===== src/design/time_ordered_event_queue_unit_defines.svh =====
// Assertion helpers for the time ordered event queue.
// Simulation builds get the checks; synthesis builds get empty bodies.
`ifndef TIME_ORDERED_EVENT_QUEUE_UNIT_DEFINES_SVH
`define TIME_ORDERED_EVENT_QUEUE_UNIT_DEFINES_SVH

`ifndef SYNTHESIS
// plain property, checked outside reset
`define TOEQ_ASSERT(label, clk, rst, prop) \
   label: assert property (@(posedge clk) disable iff (rst) (prop)) \
      else $error("toeq assertion failed");
// same-cycle implication, checked outside reset
`define TOEQ_ASSERT_IMPL(label, clk, rst, ante, cons) \
   label: assert property (@(posedge clk) disable iff (rst) (ante) |-> (cons)) \
      else $error("toeq implication failed");
`else
`define TOEQ_ASSERT(label, clk, rst, prop)
`define TOEQ_ASSERT_IMPL(label, clk, rst, ante, cons)
`endif

`endif


===== src/design/toeq_pkg.sv =====
package toeq_pkg;

   localparam int DEPTH_DEFAULT = 64;

   localparam int KEY_W  = 32;
   localparam int JOB_W  = 16;
   localparam int KIND_W = 3;
   localparam int OCC_W  = 7;

   localparam int ENTRY_W    = KEY_W + JOB_W + KIND_W;
   localparam int REQ_DATA_W = 56;
   localparam int REQ_USER_W = 1;
   localparam int RSP_DATA_W = 64;
   localparam int RSP_USER_W = 3;

   // operation codes carried in req_tuser
   localparam logic CMD_PUSH = 1'b0;
   localparam logic CMD_POP  = 1'b1;

   typedef enum logic [1:0] {
      ST_OK    = 2'd0,
      ST_FULL  = 2'd1,
      ST_EMPTY = 2'd2
   } status_type;

   // key sits in the low bits, matching the tdata layout
   typedef struct packed {
      logic [KIND_W-1:0] kind;
      logic [JOB_W-1:0]  job;
      logic [KEY_W-1:0]  key;
   } entry_type;

   typedef struct packed {
      logic [OCC_W-1:0] occ;
      status_type       status;
      logic             popped;
      entry_type        entry;
   } result_type;

   // controller -> datapath
   typedef struct packed {
      logic capture;    // latch request, set up scan pointers
      logic rd_head;    // read oldest entry
      logic rd_scan;    // read entry below the hole
      logic shift;      // move read entry up into the hole
      logic place;      // write new entry into the hole
      logic pop_commit; // retire head, build pop result
      logic err;        // build full/empty result
      logic load_out;   // result -> output register
   } ctl_cmd_type;

   // datapath -> controller
   typedef struct packed {
      logic is_push;
      logic full;
      logic empty;
      logic scan_done;
      logic key_gt;
   } ctl_sts_type;

endpackage


===== src/design/toeq_datapath.sv =====
`include "time_ordered_event_queue_unit_defines.svh"

module toeq_datapath #(
   parameter int DEPTH = toeq_pkg::DEPTH_DEFAULT
) (
   input  logic                                clock,
   input  logic                                reset,
   input  logic [toeq_pkg::REQ_DATA_W-1:0]     req_tdata,
   input  logic [toeq_pkg::REQ_USER_W-1:0]     req_tuser,
   input  toeq_pkg::ctl_cmd_type               cmd,
   output toeq_pkg::ctl_sts_type               sts,
   output logic [toeq_pkg::RSP_DATA_W-1:0]     rsp_tdata,
   output logic [toeq_pkg::RSP_USER_W-1:0]     rsp_tuser
);

   localparam int AW = (DEPTH > 1) ? $clog2(DEPTH) : 1;
   localparam int CW = $clog2(DEPTH + 1);

   toeq_pkg::entry_type  mem [DEPTH];

   logic [AW-1:0]        head_ff, wptr_ff, rptr_ff;
   logic [CW-1:0]        count_ff, remain_ff;
   logic                 op_ff;
   toeq_pkg::entry_type  new_ff, rd_data_ff;
   toeq_pkg::result_type res_ff, out_ff;

   logic [AW:0]          tail_sum;
   logic [AW-1:0]        tail_ptr, rd_addr;
   toeq_pkg::entry_type  wr_data, req_entry;

   function automatic logic [AW-1:0] ptr_dec(input logic [AW-1:0] p);
      logic [AW-1:0] r;
      if (p == '0) begin
         r = AW'(DEPTH - 1);
      end else begin
         r = p - 1'b1;
      end
      return r;
   endfunction

   // physical slot just past the youngest entry
   assign tail_sum = (AW + 1)'(head_ff) + (AW + 1)'(count_ff);
   assign tail_ptr = (tail_sum >= (AW + 1)'(DEPTH)) ? AW'(tail_sum - (AW + 1)'(DEPTH))
                                                    : AW'(tail_sum);

   assign req_entry = toeq_pkg::ENTRY_W'(req_tdata[toeq_pkg::ENTRY_W-1:0]);
   assign rd_addr   = cmd.rd_head ? head_ff : rptr_ff;
   assign wr_data   = cmd.shift ? rd_data_ff : new_ff;

   assign sts.is_push   = (op_ff == toeq_pkg::CMD_PUSH);
   assign sts.full      = (count_ff == CW'(DEPTH));
   assign sts.empty     = (count_ff == '0);
   assign sts.scan_done = (remain_ff == '0);
   assign sts.key_gt    = (rd_data_ff.key > new_ff.key);

   // entry store: one write, one registered read
   always_ff @(posedge clock) begin
      if (cmd.shift || cmd.place) begin
         mem[wptr_ff] <= wr_data;
      end
      if (cmd.rd_head || cmd.rd_scan) begin
         rd_data_ff <= mem[rd_addr];
      end
   end

   // queue control registers
   always_ff @(posedge clock) begin
      if (reset) begin
         head_ff  <= '0;
         count_ff <= '0;
      end else begin
         if (cmd.place) begin
            count_ff <= count_ff + 1'b1;
         end else if (cmd.pop_commit) begin
            count_ff <= count_ff - 1'b1;
            head_ff  <= (head_ff == AW'(DEPTH - 1)) ? '0 : head_ff + 1'b1;
         end
      end
   end

   // request staging and backward insertion scan
   always_ff @(posedge clock) begin
      if (cmd.capture) begin
         op_ff     <= req_tuser[0];
         new_ff    <= req_entry;
         wptr_ff   <= tail_ptr;
         rptr_ff   <= ptr_dec(tail_ptr);
         remain_ff <= count_ff;
      end else if (cmd.shift) begin
         wptr_ff   <= rptr_ff;
         rptr_ff   <= ptr_dec(rptr_ff);
         remain_ff <= remain_ff - 1'b1;
      end
   end

   // result build, then output register
   always_ff @(posedge clock) begin
      if (cmd.place) begin
         res_ff.entry  <= '0;
         res_ff.popped <= 1'b0;
         res_ff.status <= toeq_pkg::ST_OK;
         res_ff.occ    <= toeq_pkg::OCC_W'(count_ff + 1'b1);
      end else if (cmd.pop_commit) begin
         res_ff.entry  <= rd_data_ff;
         res_ff.popped <= 1'b1;
         res_ff.status <= toeq_pkg::ST_OK;
         res_ff.occ    <= toeq_pkg::OCC_W'(count_ff - 1'b1);
      end else if (cmd.err) begin
         res_ff.entry  <= '0;
         res_ff.popped <= 1'b0;
         res_ff.status <= sts.is_push ? toeq_pkg::ST_FULL : toeq_pkg::ST_EMPTY;
         res_ff.occ    <= toeq_pkg::OCC_W'(count_ff);
      end
      if (cmd.load_out) begin
         out_ff <= res_ff;
      end
   end

   assign rsp_tdata = toeq_pkg::RSP_DATA_W'({out_ff.occ, out_ff.entry});
   assign rsp_tuser = {out_ff.status, out_ff.popped};

   `TOEQ_ASSERT(a_count_bound, clock, reset, count_ff <= CW'(DEPTH))
   `TOEQ_ASSERT_IMPL(a_pop_nonempty, clock, reset, cmd.pop_commit, count_ff != '0)
   `TOEQ_ASSERT_IMPL(a_shift_in_range, clock, reset, cmd.shift, remain_ff != '0 && sts.key_gt)

endmodule


===== src/design/toeq_ctrl.sv =====
`include "time_ordered_event_queue_unit_defines.svh"

module toeq_ctrl (
   input  logic                  clock,
   input  logic                  reset,
   input  logic                  req_tvalid,
   output logic                  req_tready,
   output logic                  rsp_tvalid,
   input  logic                  rsp_tready,
   input  toeq_pkg::ctl_sts_type sts,
   output toeq_pkg::ctl_cmd_type cmd
);

   typedef enum logic [2:0] {
      IDLE,
      CHECK,
      SCAN_CMP,
      SCAN_NEXT,
      POP_WAIT,
      EMIT
   } state_type;

   state_type state_ff, state_in;
   logic      rsp_tvalid_ff;
   logic      out_free;

   assign req_tready = (state_ff == IDLE);
   assign rsp_tvalid = rsp_tvalid_ff;
   assign out_free   = !rsp_tvalid_ff || rsp_tready;

   always_comb begin
      cmd      = '0;
      state_in = state_ff;
      unique case (state_ff)
         IDLE: begin
            if (req_tvalid) begin
               cmd.capture = 1'b1;
               state_in    = CHECK;
            end
         end
         CHECK: begin
            priority if (sts.is_push && sts.full) begin
               cmd.err  = 1'b1;
               state_in = EMIT;
            end else if (sts.is_push && sts.scan_done) begin
               cmd.place = 1'b1;
               state_in  = EMIT;
            end else if (sts.is_push) begin
               cmd.rd_scan = 1'b1;
               state_in    = SCAN_CMP;
            end else if (sts.empty) begin
               cmd.err  = 1'b1;
               state_in = EMIT;
            end else begin
               cmd.rd_head = 1'b1;
               state_in    = POP_WAIT;
            end
         end
         SCAN_CMP: begin
            if (sts.key_gt) begin
               cmd.shift = 1'b1;
               state_in  = SCAN_NEXT;
            end else begin
               cmd.place = 1'b1;
               state_in  = EMIT;
            end
         end
         SCAN_NEXT: begin
            if (sts.scan_done) begin
               cmd.place = 1'b1;
               state_in  = EMIT;
            end else begin
               cmd.rd_scan = 1'b1;
               state_in    = SCAN_CMP;
            end
         end
         POP_WAIT: begin
            cmd.pop_commit = 1'b1;
            state_in       = EMIT;
         end
         EMIT: begin
            if (out_free) begin
               cmd.load_out = 1'b1;
               state_in     = IDLE;
            end
         end
         default: begin
            state_in = IDLE;
         end
      endcase
   end

   always_ff @(posedge clock) begin
      if (reset) begin
         state_ff      <= IDLE;
         rsp_tvalid_ff <= 1'b0;
      end else begin
         state_ff <= state_in;
         if (cmd.load_out) begin
            rsp_tvalid_ff <= 1'b1;
         end else if (rsp_tready) begin
            rsp_tvalid_ff <= 1'b0;
         end
      end
   end

   `TOEQ_ASSERT_IMPL(a_no_overwrite, clock, reset, cmd.load_out, !rsp_tvalid_ff || rsp_tready)
   `TOEQ_ASSERT(a_accept_to_check, clock, reset,
                req_tvalid && req_tready |=> state_ff == CHECK)
   `TOEQ_ASSERT(a_pop_read_order, clock, reset,
                state_ff == POP_WAIT |-> $past(state_ff) == CHECK && $past(cmd.rd_head))

endmodule


===== src/design/time_ordered_event_queue_unit.sv =====
// Channel | Dir | Handshake             | Payload
// req     | in  | req_tvalid/req_tready | tuser: cmd; tdata: event_key, job_id, event_kind
// rsp     | out | rsp_tvalid/rsp_tready | tuser: popped, status; tdata: entry, occupancy
//
// Steps, accept to result: a pop reads the head entry, then retires it and
// builds its result; a rejected push or pop builds a full or empty status
// result directly; a push scans backward from the tail, reading each stored
// entry with a key greater than the new one and moving it up one slot into
// the hole, then writes the new entry into the hole.
// Reset: synchronous, active high; empties the queue. The store itself is
// not cleared and needs no clearing pass.
// Stalls: a finished result waits in the output register while the next
// request is taken; work stalls only if a second result is ready first.
module time_ordered_event_queue_unit #(
   parameter int DEPTH = toeq_pkg::DEPTH_DEFAULT
) (
   input  logic                                clock,
   input  logic                                reset,
   // request channel
   input  logic                                req_tvalid,
   output logic                                req_tready,
   // [31:0] event_key, [47:32] job_id, [50:48] event_kind, [55:51] zero
   input  logic [toeq_pkg::REQ_DATA_W-1:0]     req_tdata,
   // [0] cmd
   input  logic [toeq_pkg::REQ_USER_W-1:0]     req_tuser,
   // response channel
   output logic                                rsp_tvalid,
   input  logic                                rsp_tready,
   // [31:0] out_key, [47:32] out_job, [50:48] out_kind, [57:51] occupancy, [63:58] zero
   output logic [toeq_pkg::RSP_DATA_W-1:0]     rsp_tdata,
   // [0] popped, [2:1] status
   output logic [toeq_pkg::RSP_USER_W-1:0]     rsp_tuser
);

   toeq_pkg::ctl_cmd_type cmd;
   toeq_pkg::ctl_sts_type sts;

   // The store is a sorted circular buffer: the head slot holds the earliest
   // event, so a pop is one read plus a head bump. A push opens a hole at the
   // tail and walks it down past every entry with a strictly larger key, which
   // keeps equal keys in arrival order.
   toeq_ctrl u_ctrl (
      .clock      (clock),
      .reset      (reset),
      .req_tvalid (req_tvalid),
      .req_tready (req_tready),
      .rsp_tvalid (rsp_tvalid),
      .rsp_tready (rsp_tready),
      .sts        (sts),
      .cmd        (cmd)
   );

   toeq_datapath #(
      .DEPTH (DEPTH)
   ) u_datapath (
      .clock     (clock),
      .reset     (reset),
      .req_tdata (req_tdata),
      .req_tuser (req_tuser),
      .cmd       (cmd),
      .sts       (sts),
      .rsp_tdata (rsp_tdata),
      .rsp_tuser (rsp_tuser)
   );

endmodule

===== config.mk =====
export PLATFORM = sky130hd
export DESIGN_NAME = time_ordered_event_queue_unit
export DESIGN_NICKNAME = d
export VERILOG_FILES = /design/src/design/toeq_pkg.sv /design/src/design/toeq_datapath.sv /design/src/design/toeq_ctrl.sv /design/src/design/time_ordered_event_queue_unit.sv
export VERILOG_INCLUDE_DIRS = /design/src /design/src/design
export SDC_FILE = /design/constraint.sdc
export NUM_CORES = 2
export LEC_CHECK = 0
export BUFFER_PORTS_ARGS = -buffer_cell sky130_fd_sc_hd__clkbuf_2
export CAP_MARGIN = 20
export CORE_MARGIN = 5
export CORE_UTILIZATION = 40
export CTS_CLUSTER_DIAMETER = 100
export DETAILED_ROUTE_END_ITERATION = 12
export GPL_TIMING_DRIVEN = 0
export SYNTH_ARGS = -nofsm -noshare
export SYNTH_HDL_FRONTEND = slang
export SYNTH_SLANG_ARGS = --single-unit

===== constraint.sdc =====
create_clock -name clock -period 14.2 [get_ports clock]
set_clock_uncertainty 0.15 [all_clocks]
set_input_delay 2.84 -clock clock [delete_from_list [all_inputs] [get_ports clock]]
set_output_delay 2.84 -clock clock [all_outputs]
set_load 0.01 [all_outputs]

## Yosys cells after proc, flatten, opt, wreduce, memory -nomap -nowiden

Memories as Yosys holds them, arrays and structs flattened. A register that Yosys moved wholly into a read port is not among the register bits.
Index checks and enable logic that the tools add are counted.

| storage, ports and cells | value |
|---|---|
| register bits after elaboration | 210 |
| bits in latches | 0 |
| RAM bits | 3264 |
| memory bits (read-only) | 0 |
| input port bits | 61 |
| output and inout bits | 69 |
| word-level logic and storage cells | 120 |
| memories | 1 |

| operators by class | value |
|---|---|
| add/sub/neg operators | 8 |
| multiply operators | 0 |
| div/mod/pow operators | 0 |
| magnitude comparators | 2 |
| equality and inequality tests | 9 |
| shift-type cells | 0 |
| multiplexer cells | 56 |
| bitwise operators | 2 |
| reductions and logical operators | 19 |

Memories:

| memory | words | width | read ports | clocked after memory_dff | wr ports | line | source |
|---|---|---|---|---|---|---|---|
| u_datapath.mem | 64 | 51 | 1 | 1 | 1 | toeq_datapath.sv:19 | `toeq_pkg::entry_type mem [DEPTH];` |

Operators with widths:

| kind | count |
|---|---|
| 2-to-1 mux 61 bit | 3 |
| 2-to-1 mux 6 bit | 9 |
| 2-to-1 mux 51 bit | 1 |
| greater-than comparator 32 bit | 1 |
| 2-to-1 mux 7 bit | 4 |
| 2-to-1 mux 1 bit | 26 |
| 2-to-1 mux 3 bit | 7 |
| case mux 3 bit (6 select lines) | 1 |
| subtractor 6 x 1 -> 6 bit, second input constant | 3 |
| zero test 7 bit | 2 |
| subtractor 7 x 1 -> 7 bit, second input constant | 2 |
| zero test 6 bit | 2 |
| nonzero test 2 bit | 4 |
| adder 6 x 7 -> 7 bit | 1 |
| adder 7 x 1 -> 7 bit, second input constant | 1 |
| equality test 7 bit, second input constant | 1 |
| greater-or-equal comparator 7 bit, second input constant | 1 |
| adder 6 x 1 -> 6 bit, second input constant | 1 |
| equality test 3 x 2 -> 1 bit, second input constant | 2 |
| equality test 3 bit, second input constant | 2 |
| equality test 6 bit, second input constant | 1 |
| 2-to-1 mux 2 bit | 3 |
| AND reduction 2 bit | 2 |
| equality test 3 x 1 -> 1 bit, second input constant | 1 |
| other kinds (11) | 15 |

## Logic depth before layout (Yosys ltp)

| logic depth | value |
|---|---|
| word-level depth | 9 |
| gate-level depth with buffers | 15 |
| gate-level depth less buffers | 10 |

## By module

Synthesis repeated with hierarchy kept, for this count alone.

| unflattened totals | value |
|---|---|
| cell total of the unflattened synthesis | 13017 |
| area total of the unflattened synthesis | 160367.6 µm² |

Modules (own cells, without submodules):

| module | instances | cells each | area each (µm²) | seq. area each (µm²) |
|---|---|---|---|---|
| toeq_datapath | 1 | 12971 | 160016.0 | 105060.8 |
| toeq_ctrl | 1 | 46 | 351.6 | 80.1 |

## Worst setup path after synthesis

No wires, ideal clock.

| path | value |
|---|---|
| path kind | input to register |
| start | input port rsp_tready |
| end | register u_datapath.out_ff, in the netlist u_datapath.rsp_tdata[0], enable pin |
| library setup time | 0.487 ns |
| arrival time | 5.713 ns |
| slack | 7.850 ns |
| stages on the path | 2 |
| cells stage by stage | nand2b_1 -> nor2b_1 |

RTL lines:

| what | line | source |
|---|---|---|
| start: declaration | time_ordered_event_queue_unit.sv:28 | `input logic rsp_tready,` |
| end signal: assignment | toeq_datapath.sv:115 | `out_ff <= res_ff;` |
| end: declaration | toeq_datapath.sv:25 | `toeq_pkg::result_type res_ff, out_ff;` |

## Final worst setup path

| path | value |
|---|---|
| start | register u_datapath.count_ff[1] |
| end | register, netlist name u_datapath.rd_data_ff[48] |

| on the way | value |
|---|---|
| cells in the longest elaborated chain, start to end | 7 |

RTL lines:

| what | line | source |
|---|---|---|
| start: declaration | toeq_datapath.sv:22 | `logic [CW-1:0] count_ff, remain_ff;` |
| start signal: assignment | toeq_datapath.sv:73 | `count_ff <= count_ff + 1'b1;` |
| start signal: assignment | toeq_datapath.sv:75 | `count_ff <= count_ff - 1'b1;` |
| zero test 7 bit | toeq_datapath.sv:52 | `assign sts.empty = (count_ff == '0);` |
| 2-to-1 mux 1 bit | toeq_ctrl.sv:51 | `end else if (sts.empty) begin` |
| 2-to-1 mux 1 bit | toeq_ctrl.sv:48 | `end else if (sts.is_push) begin` |
| 2-to-1 mux 2 bit | toeq_ctrl.sv:45 | `end else if (sts.is_push && sts.scan_done) begin` |
| 2-to-1 mux 2 bit (*) | toeq_ctrl.sv:42 | `priority if (sts.is_push && sts.full) begin` |
| 2-to-1 mux 1 bit | toeq_ctrl.sv:34 | `unique case (state_ff)` |
| 2-to-1 mux 6 bit / logical OR 1 bit (equally long branches) | toeq_datapath.sv:47, toeq_datapath.sv:61 |  |

Mark *: on every way between the ends. The rest lies on a longest branch, timed or not.
A chain may end at the register's enable or synchronous reset.

==> flow_summary.html <==
<table>
<tr><th>Metric</th><th>Value</th></tr>
<tr><th colspan="2">Place</th></tr>
<tr><td>PortBufs</td><td>approximately 120</td></tr>
<tr><td>Placer's final routability congestion estimate</td><td>between 0.9 and 1</td></tr>
<tr><td>Detail Placement HPWL</td><td>~350000 um</td></tr>
<tr><th colspan="2">STA</th></tr>
<tr><td>Fin crit period</td><td>about 6.5 ns</td></tr>
<tr><td>Final slew viol count</td><td>0</td></tr>
<tr><td>Worst Tran Pin Value</td><td>roughly 1.4 ns</td></tr>
<tr><td>Setup repair after global routing missed its margin</td><td>no</td></tr>
<tr><td>Setup violation total in the final timing report</td><td>0</td></tr>
<tr><td>Hold Violations, Final</td><td>0</td></tr>
<tr><td>Setup TNS Final</td><td>0 ns</td></tr>
<tr><td>Headroom to the max-slew limit</td><td>around 3.5%</td></tr>
<tr><td>Final cycle utilization of the critical path</td><td>46.0%</td></tr>
<tr><td>Max Clk Rate</td><td>~150 MHz</td></tr>
<tr><th colspan="2">Clock network</th></tr>
<tr><td>Max clock buf depth</td><td>4</td></tr>
<tr><td>Htree depth</td><td>5</td></tr>
<tr><td>CTS clk-pin slew, worst paths</td><td>0.06 ns</td></tr>
<tr><td>CTS tree</td><td>built</td></tr>
<tr><td>Post-CTS Hold Fix Bufs</td><td>0</td></tr>
<tr><td>PostCTS Resize Cnt</td><td>0</td></tr>
<tr><td>Setup bufs post-CTS</td><td>0</td></tr>
<tr><td>Clock root buffer</td><td>sky130_fd_sc_hd__clkbuf_16</td></tr>
<tr><td>CTS sink cnt</td><td>3525</td></tr>
<tr><td>Clock network latency to the later pin of the worst-skew pair</td><td>0.97 ns</td></tr>
<tr><td>CTS buffer count</td><td>349</td></tr>
<tr><th colspan="2">Power and ir drop</th></tr>
<tr><td>Worst supply voltage drop on vdd</td><td>between 0.15 and 0.2 mV</td></tr>
<tr><td>Power share of the sequential group</td><td>between 30% and 40%</td></tr>
<tr><td>Power share of the clock group</td><td>28.1%</td></tr>
<tr><td>Logic gate share of total power</td><td>between 30 and 40%</td></tr>
<tr><td>Internal Pwr Total</td><td>19700 uW</td></tr>
<tr><td>Total power</td><td>32000 uW</td></tr>
<tr><td>Lkg Pwr</td><td>~0.054 uW</td></tr>
<tr><td>Switching share of power</td><td>38.4%</td></tr>
<tr><td>Power per standard cell area</td><td>roughly 200 nW/um^2</td></tr>
<tr><td>Switching power</td><td>around 12000 uW</td></tr>
<tr><th colspan="2">Setup path</th></tr>
<tr><td>Top Family by Delay on Critical Path</td><td>buffers and inverters</td></tr>
<tr><td>Internal reg-to-reg setup slack</td><td>7.67 ns</td></tr>
<tr><td>Slowest CP cell</td><td>sky130_fd_sc_hd__o22ai_1</td></tr>
<tr><td>Total stage count of the critical path</td><td>14</td></tr>
<tr><td>End point of the critical path</td><td>u_datapath.rd_data_ff[48]</td></tr>
<tr><td>Worst path arrival time</td><td>7.20 ns</td></tr>
<tr><td>List of cells traversed by the critical path</td><td>clkbuf_1 &gt; inv_1 &gt; ha_1 &gt; nor3b_4 &gt; a211o_1 &gt; nand2_1 &gt; buf_2 &gt; clkbuf_1 &gt; clkbuf_1 &gt; nand2_1 &gt; nand3_1 &gt; nand4_1 &gt; o22ai_1 &gt; or4_1</td></tr>
<tr><td>Crit-path max FO</td><td>10</td></tr>
<tr><td>Critical path buffer and inverter count</td><td>5</td></tr>
<tr><td>Worst-case reg-to-reg path depth</td><td>14</td></tr>
<tr><td>End of the worst register-to-register path</td><td>u_datapath.rd_data_ff[48]</td></tr>
<tr><td>Capturing element type of the critical path</td><td>flop</td></tr>
<tr><td>Worst setup path startpoint</td><td>u_datapath.count_ff[1]</td></tr>
<tr><td>Required time of the worst setup path</td><td>between 10 and 15 ns</td></tr>
<tr><td>Most frequent CP cell</td><td>sky130_fd_sc_hd__clkbuf_1</td></tr>
<tr><td>Type of element launching the critical path</td><td>flop</td></tr>
<tr><td>Reg-to-Reg Start</td><td>u_datapath.count_ff[1]</td></tr>
<tr><td>Setup CP Type</td><td>flop to flop</td></tr>
<tr><td>Crit path largest cell delay</td><td>1.12 ns</td></tr>
<tr><th colspan="2">Synth</th></tr>
<tr><td>Number of warning messages in the yosys log</td><td>0</td></tr>
<tr><td>Sequential element share of the synthesized area</td><td>about three quarters</td></tr>
<tr><td>Most common flop cell mapped by yosys</td><td>sky130_fd_sc_hd__edfxtp_1</td></tr>
<tr><td>Syn_area_per_cell</td><td>between 10 and 15 um^2</td></tr>
<tr><td>Async SR Flop Fraction</td><td>0%</td></tr>
<tr><td>Gate count of the mapped netlist</td><td>10400</td></tr>
<tr><td>Post-synth EDFFs</td><td>3454</td></tr>
<tr><td>Synthesized flop and latch total</td><td>approximately 3500</td></tr>
<tr><td>Yosys cell types</td><td>65</td></tr>
<tr><td>Synthesized cell area</td><td>roughly 140000 um^2</td></tr>
<tr><th colspan="2">Die</th></tr>
<tr><td>Number of rows created at floorplan</td><td>~210</td></tr>
<tr><td>Area of the die</td><td>~350000 um^2</td></tr>
<tr><td>Core Box Area</td><td>~340000 um^2</td></tr>
<tr><td>Effective utilization at floorplan</td><td>a little over 40%</td></tr>
<tr><td>Height of the die</td><td>~600 um</td></tr>
<tr><td>Count of boundary I/O pins</td><td>130</td></tr>
<tr><td>Die X-Extent</td><td>approximately 600 um</td></tr>
<tr><th colspan="2">Routing</th></tr>
<tr><td>Total DRC errors in the routed layout</td><td>0</td></tr>
<tr><td>Number of nets with antenna violations after routing</td><td>0</td></tr>
<tr><td>Wire length after detailed routing</td><td>between 500000 and 600000 um</td></tr>
<tr><td>Routed wire length per instance</td><td>31.5 um</td></tr>
<tr><td>Pre-antenna DRT Iters</td><td>6</td></tr>
<tr><td>Via count normalized by instance count</td><td>between 5 and 6</td></tr>
<tr><td>Number of DRC violations after detailed-routing iteration 0</td><td>about 16000</td></tr>
<tr><td>Number of vias after detailed routing</td><td>95500</td></tr>
<tr><th colspan="2">Finish</th></tr>
<tr><td>Most common cell after layout, fill and taps aside</td><td>sky130_fd_sc_hd__edfxtp_1</td></tr>
<tr><td>Number of inserted filler cells in the final layout</td><td>about 29000</td></tr>
<tr><td>Number of nets in the layout</td><td>roughly 11000</td></tr>
<tr><td>Commonest cells after routing, fill and taps aside</td><td>sky130_fd_sc_hd__edfxtp_1 (3454), sky130_fd_sc_hd__nand2_1 (3364), sky130_fd_sc_hd__nand3_1 (1651)</td></tr>
<tr><td>Layout cells sized above 1</td><td>a little over a tenth</td></tr>
<tr><td>Layout Area Growth over Synthesis</td><td>17.3%</td></tr>
<tr><th colspan="2">Global route</th></tr>
<tr><td>Number of global-route vias before repair</td><td>about 88000</td></tr>
<tr><td>Total overflow reported by the global router</td><td>0</td></tr>
<tr><td>Global-route wire length before repair</td><td>around 690000 um</td></tr>
<tr><td>Antenna violations before repair</td><td>57</td></tr>
<tr><td>Largest net degree at the start of global routing</td><td>between 60 and 70</td></tr>
<tr><td>Global-route usage over all layers</td><td>between 20% and 30%</td></tr>
<tr><th colspan="2">Run</th></tr>
<tr><td>Max-cap violations</td><td>0</td></tr>
<tr><th colspan="2">Hold path</th></tr>
<tr><td>Hold depth</td><td>0</td></tr>
<tr><td>Hold Crit Class</td><td>flop to flop</td></tr>
<tr><th colspan="2">Run status</th></tr>
<tr><td>Status</td><td>finished, final reports clean</td></tr>
</table>
==> power groups by stage <==
| stage | sequential [uW] | combinational [uW] | clock, uW |
|---|---|---|---|
| 5_1_grt | 12400 | 10900 | 9440 |
| 3_3_place_gp | 12800 | 9650 | 0 |
| 2_1_floorplan | 12500 | 5070 | 0 |
| 4_1_cts | 12400 | 10200 | 9000 |
| 3_5_place_dp | 12600 | 10200 | 0 |
| 6_report | 12400 | 10600 | 8980 |
==> cell families after synthesis <==
| family | synth area share (%) |
|---|---|
| multiplexers | 0.180 |
| buffers and inverters | 2.45 |
| XOR/XNOR | 0.134 |
| other | 0.00274 |
| adder cells (fa/ha/maj) | 0.444 |
| AND/OR/NAND/NOR | 18.1 |
| AO/OA/AOI/OAI | 1.95 |
| flip-flops | 76.8 |
==> cells in the mapped netlist (all sizes together), types with 3 or more instances <==
| cell | instances | area, um^2 |
|---|---|---|
| edfxtp | 3454 | 104000 |
| nand2 | 3364 | 12600 |
| nand3 | 1651 | 8260 |
| nand4 | 414 | 2590 |
| buf | 319 | 1980 |
| clkbuf | 314 | 1180 |
| o22ai | 205 | 1280 |
| nor2 | 101 | 379 |
| dfxtp | 71 | 1420 |
| o21ai | 61 | 305 |
| or4 | 51 | 383 |
| a22o | 48 | 420 |
| inv | 48 | 180 |
| ha | 47 | 588 |
| a21oi | 42 | 221 |
| mux2 | 21 | 236 |
| nor3 | 15 | 75.1 |
| xnor2 | 11 | 96.3 |
| xor2 | 10 | 87.6 |
| nand2b | 9 | 56.3 |
| nand3b | 8 | 60.1 |
| nor2b | 8 | 50.1 |
| a22oi | 7 | 52.6 |
| or3 | 7 | 43.8 |
| a21o | 6 | 45.0 |
| o211ai | 5 | 37.5 |
| o31ai | 5 | 42.5 |
| a211o | 3 | 26.3 |
| a21boi | 3 | 22.5 |
| a2bb2oi | 3 | 26.3 |
| and2 | 3 | 18.8 |
| and3b | 3 | 26.3 |
| and4 | 3 | 26.3 |
| nor3b | 3 | 33.8 |
| nor4 | 3 | 18.8 |
| o22a | 3 | 26.3 |
==> layout make-up <==
class	count	area (um^2)	share of cell area, %
inverter	49	184	0.115
clock inverter	177	1510	0.938
tap	4536	5680	3.54
timing repair buffer	375	6040	3.76
buffer	633	3170	1.97
multi-input combinational	6155	29300	18.2
antenna	103	258	0.161
sequential	3525	105000	65.5
clock buffer	448	9280	5.78
==> worst min path at each step <==
stage | startpoint | end | slack, ns
2_1_floorplan | u_datapath.res_ff[54] | u_datapath.rsp_tdata[51] | 0.25
3_3_place_gp | u_datapath.res_ff[54] | u_datapath.rsp_tdata[51] | 0.26
3_5_place_dp | u_datapath.res_ff[55] | u_datapath.rsp_tdata[52] | 0.26
4_1_cts | u_datapath.res_ff[55] | u_datapath.rsp_tdata[52] | 0.27
5_1_grt | u_datapath.res_ff[54] | u_datapath.rsp_tdata[51] | 0.29
6_report | u_datapath.res_ff[54] | u_datapath.rsp_tdata[51] | 0.27
==> worst reg2reg max path: stages (launching register included) <==
cell and delay, ns:
sky130_fd_sc_hd__dfxtp_1 0.44, sky130_fd_sc_hd__clkbuf_1 0.38, sky130_fd_sc_hd__inv_1 0.19, sky130_fd_sc_hd__ha_1 0.22
sky130_fd_sc_hd__nor3b_4 0.18, sky130_fd_sc_hd__a211o_1 0.29, sky130_fd_sc_hd__nand2_1 0.49, sky130_fd_sc_hd__buf_2 0.72
sky130_fd_sc_hd__clkbuf_1 0.97, sky130_fd_sc_hd__clkbuf_1 0.64, sky130_fd_sc_hd__nand2_1 0.13, sky130_fd_sc_hd__nand3_1 0.11
sky130_fd_sc_hd__nand4_1 0.13, sky130_fd_sc_hd__o22ai_1 1.12, sky130_fd_sc_hd__or4_1 0.28
==> through the flow <==
step / instances / cell area [um^2] / setup WS (ns) / hold slack (ns) / utilization (%)
4_1_cts: 15900 / 160000 / 8.10 / 0.274 / 47.1
2_1_floorplan: 10400 / 137000 / 7.85 / 0.250 / -
5_1_grt: 16000 / 160000 / 7.69 / 0.289 / 47.2
3_3_place_gp: 15000 / 143000 / 1.48 / 0.261 / 42.1
3_5_place_dp: 15300 / 149000 / 8.09 / 0.260 / 43.9
6_report: 16000 / 161000 / 7.67 / 0.274 / 47.2
==> sequential cells by signal, summed over array words and instances (netlist names) <==
register and count:
u_datapath.head_ff 6, u_datapath.rsp_tuser 3, u_datapath.remain_ff 7, u_datapath.rsp_tdata 58, u_datapath.new_ff 51, u_ctrl.state_ff 3
u_datapath.rd_data_ff 51, u_datapath.rptr_ff 6, u_datapath.count_ff 7, u_ctrl.rsp_tvalid 1, u_datapath.res_ff 61, u_datapath.mem 3264
u_datapath.wptr_ff 6, u_datapath.op_ff 1
==> layer usage <==
metal  GRT usage [%]  vias to the layer above  wire length, um
met1            36.8                    47500           182000
met4            17.2                        8            36900
met3            6.83                     1219            67900
met5               0                        -               58
met2            40.1                     7323           217000
li1                -                    39400                -
No activity file was read; power rests on OpenSTA's default activity.
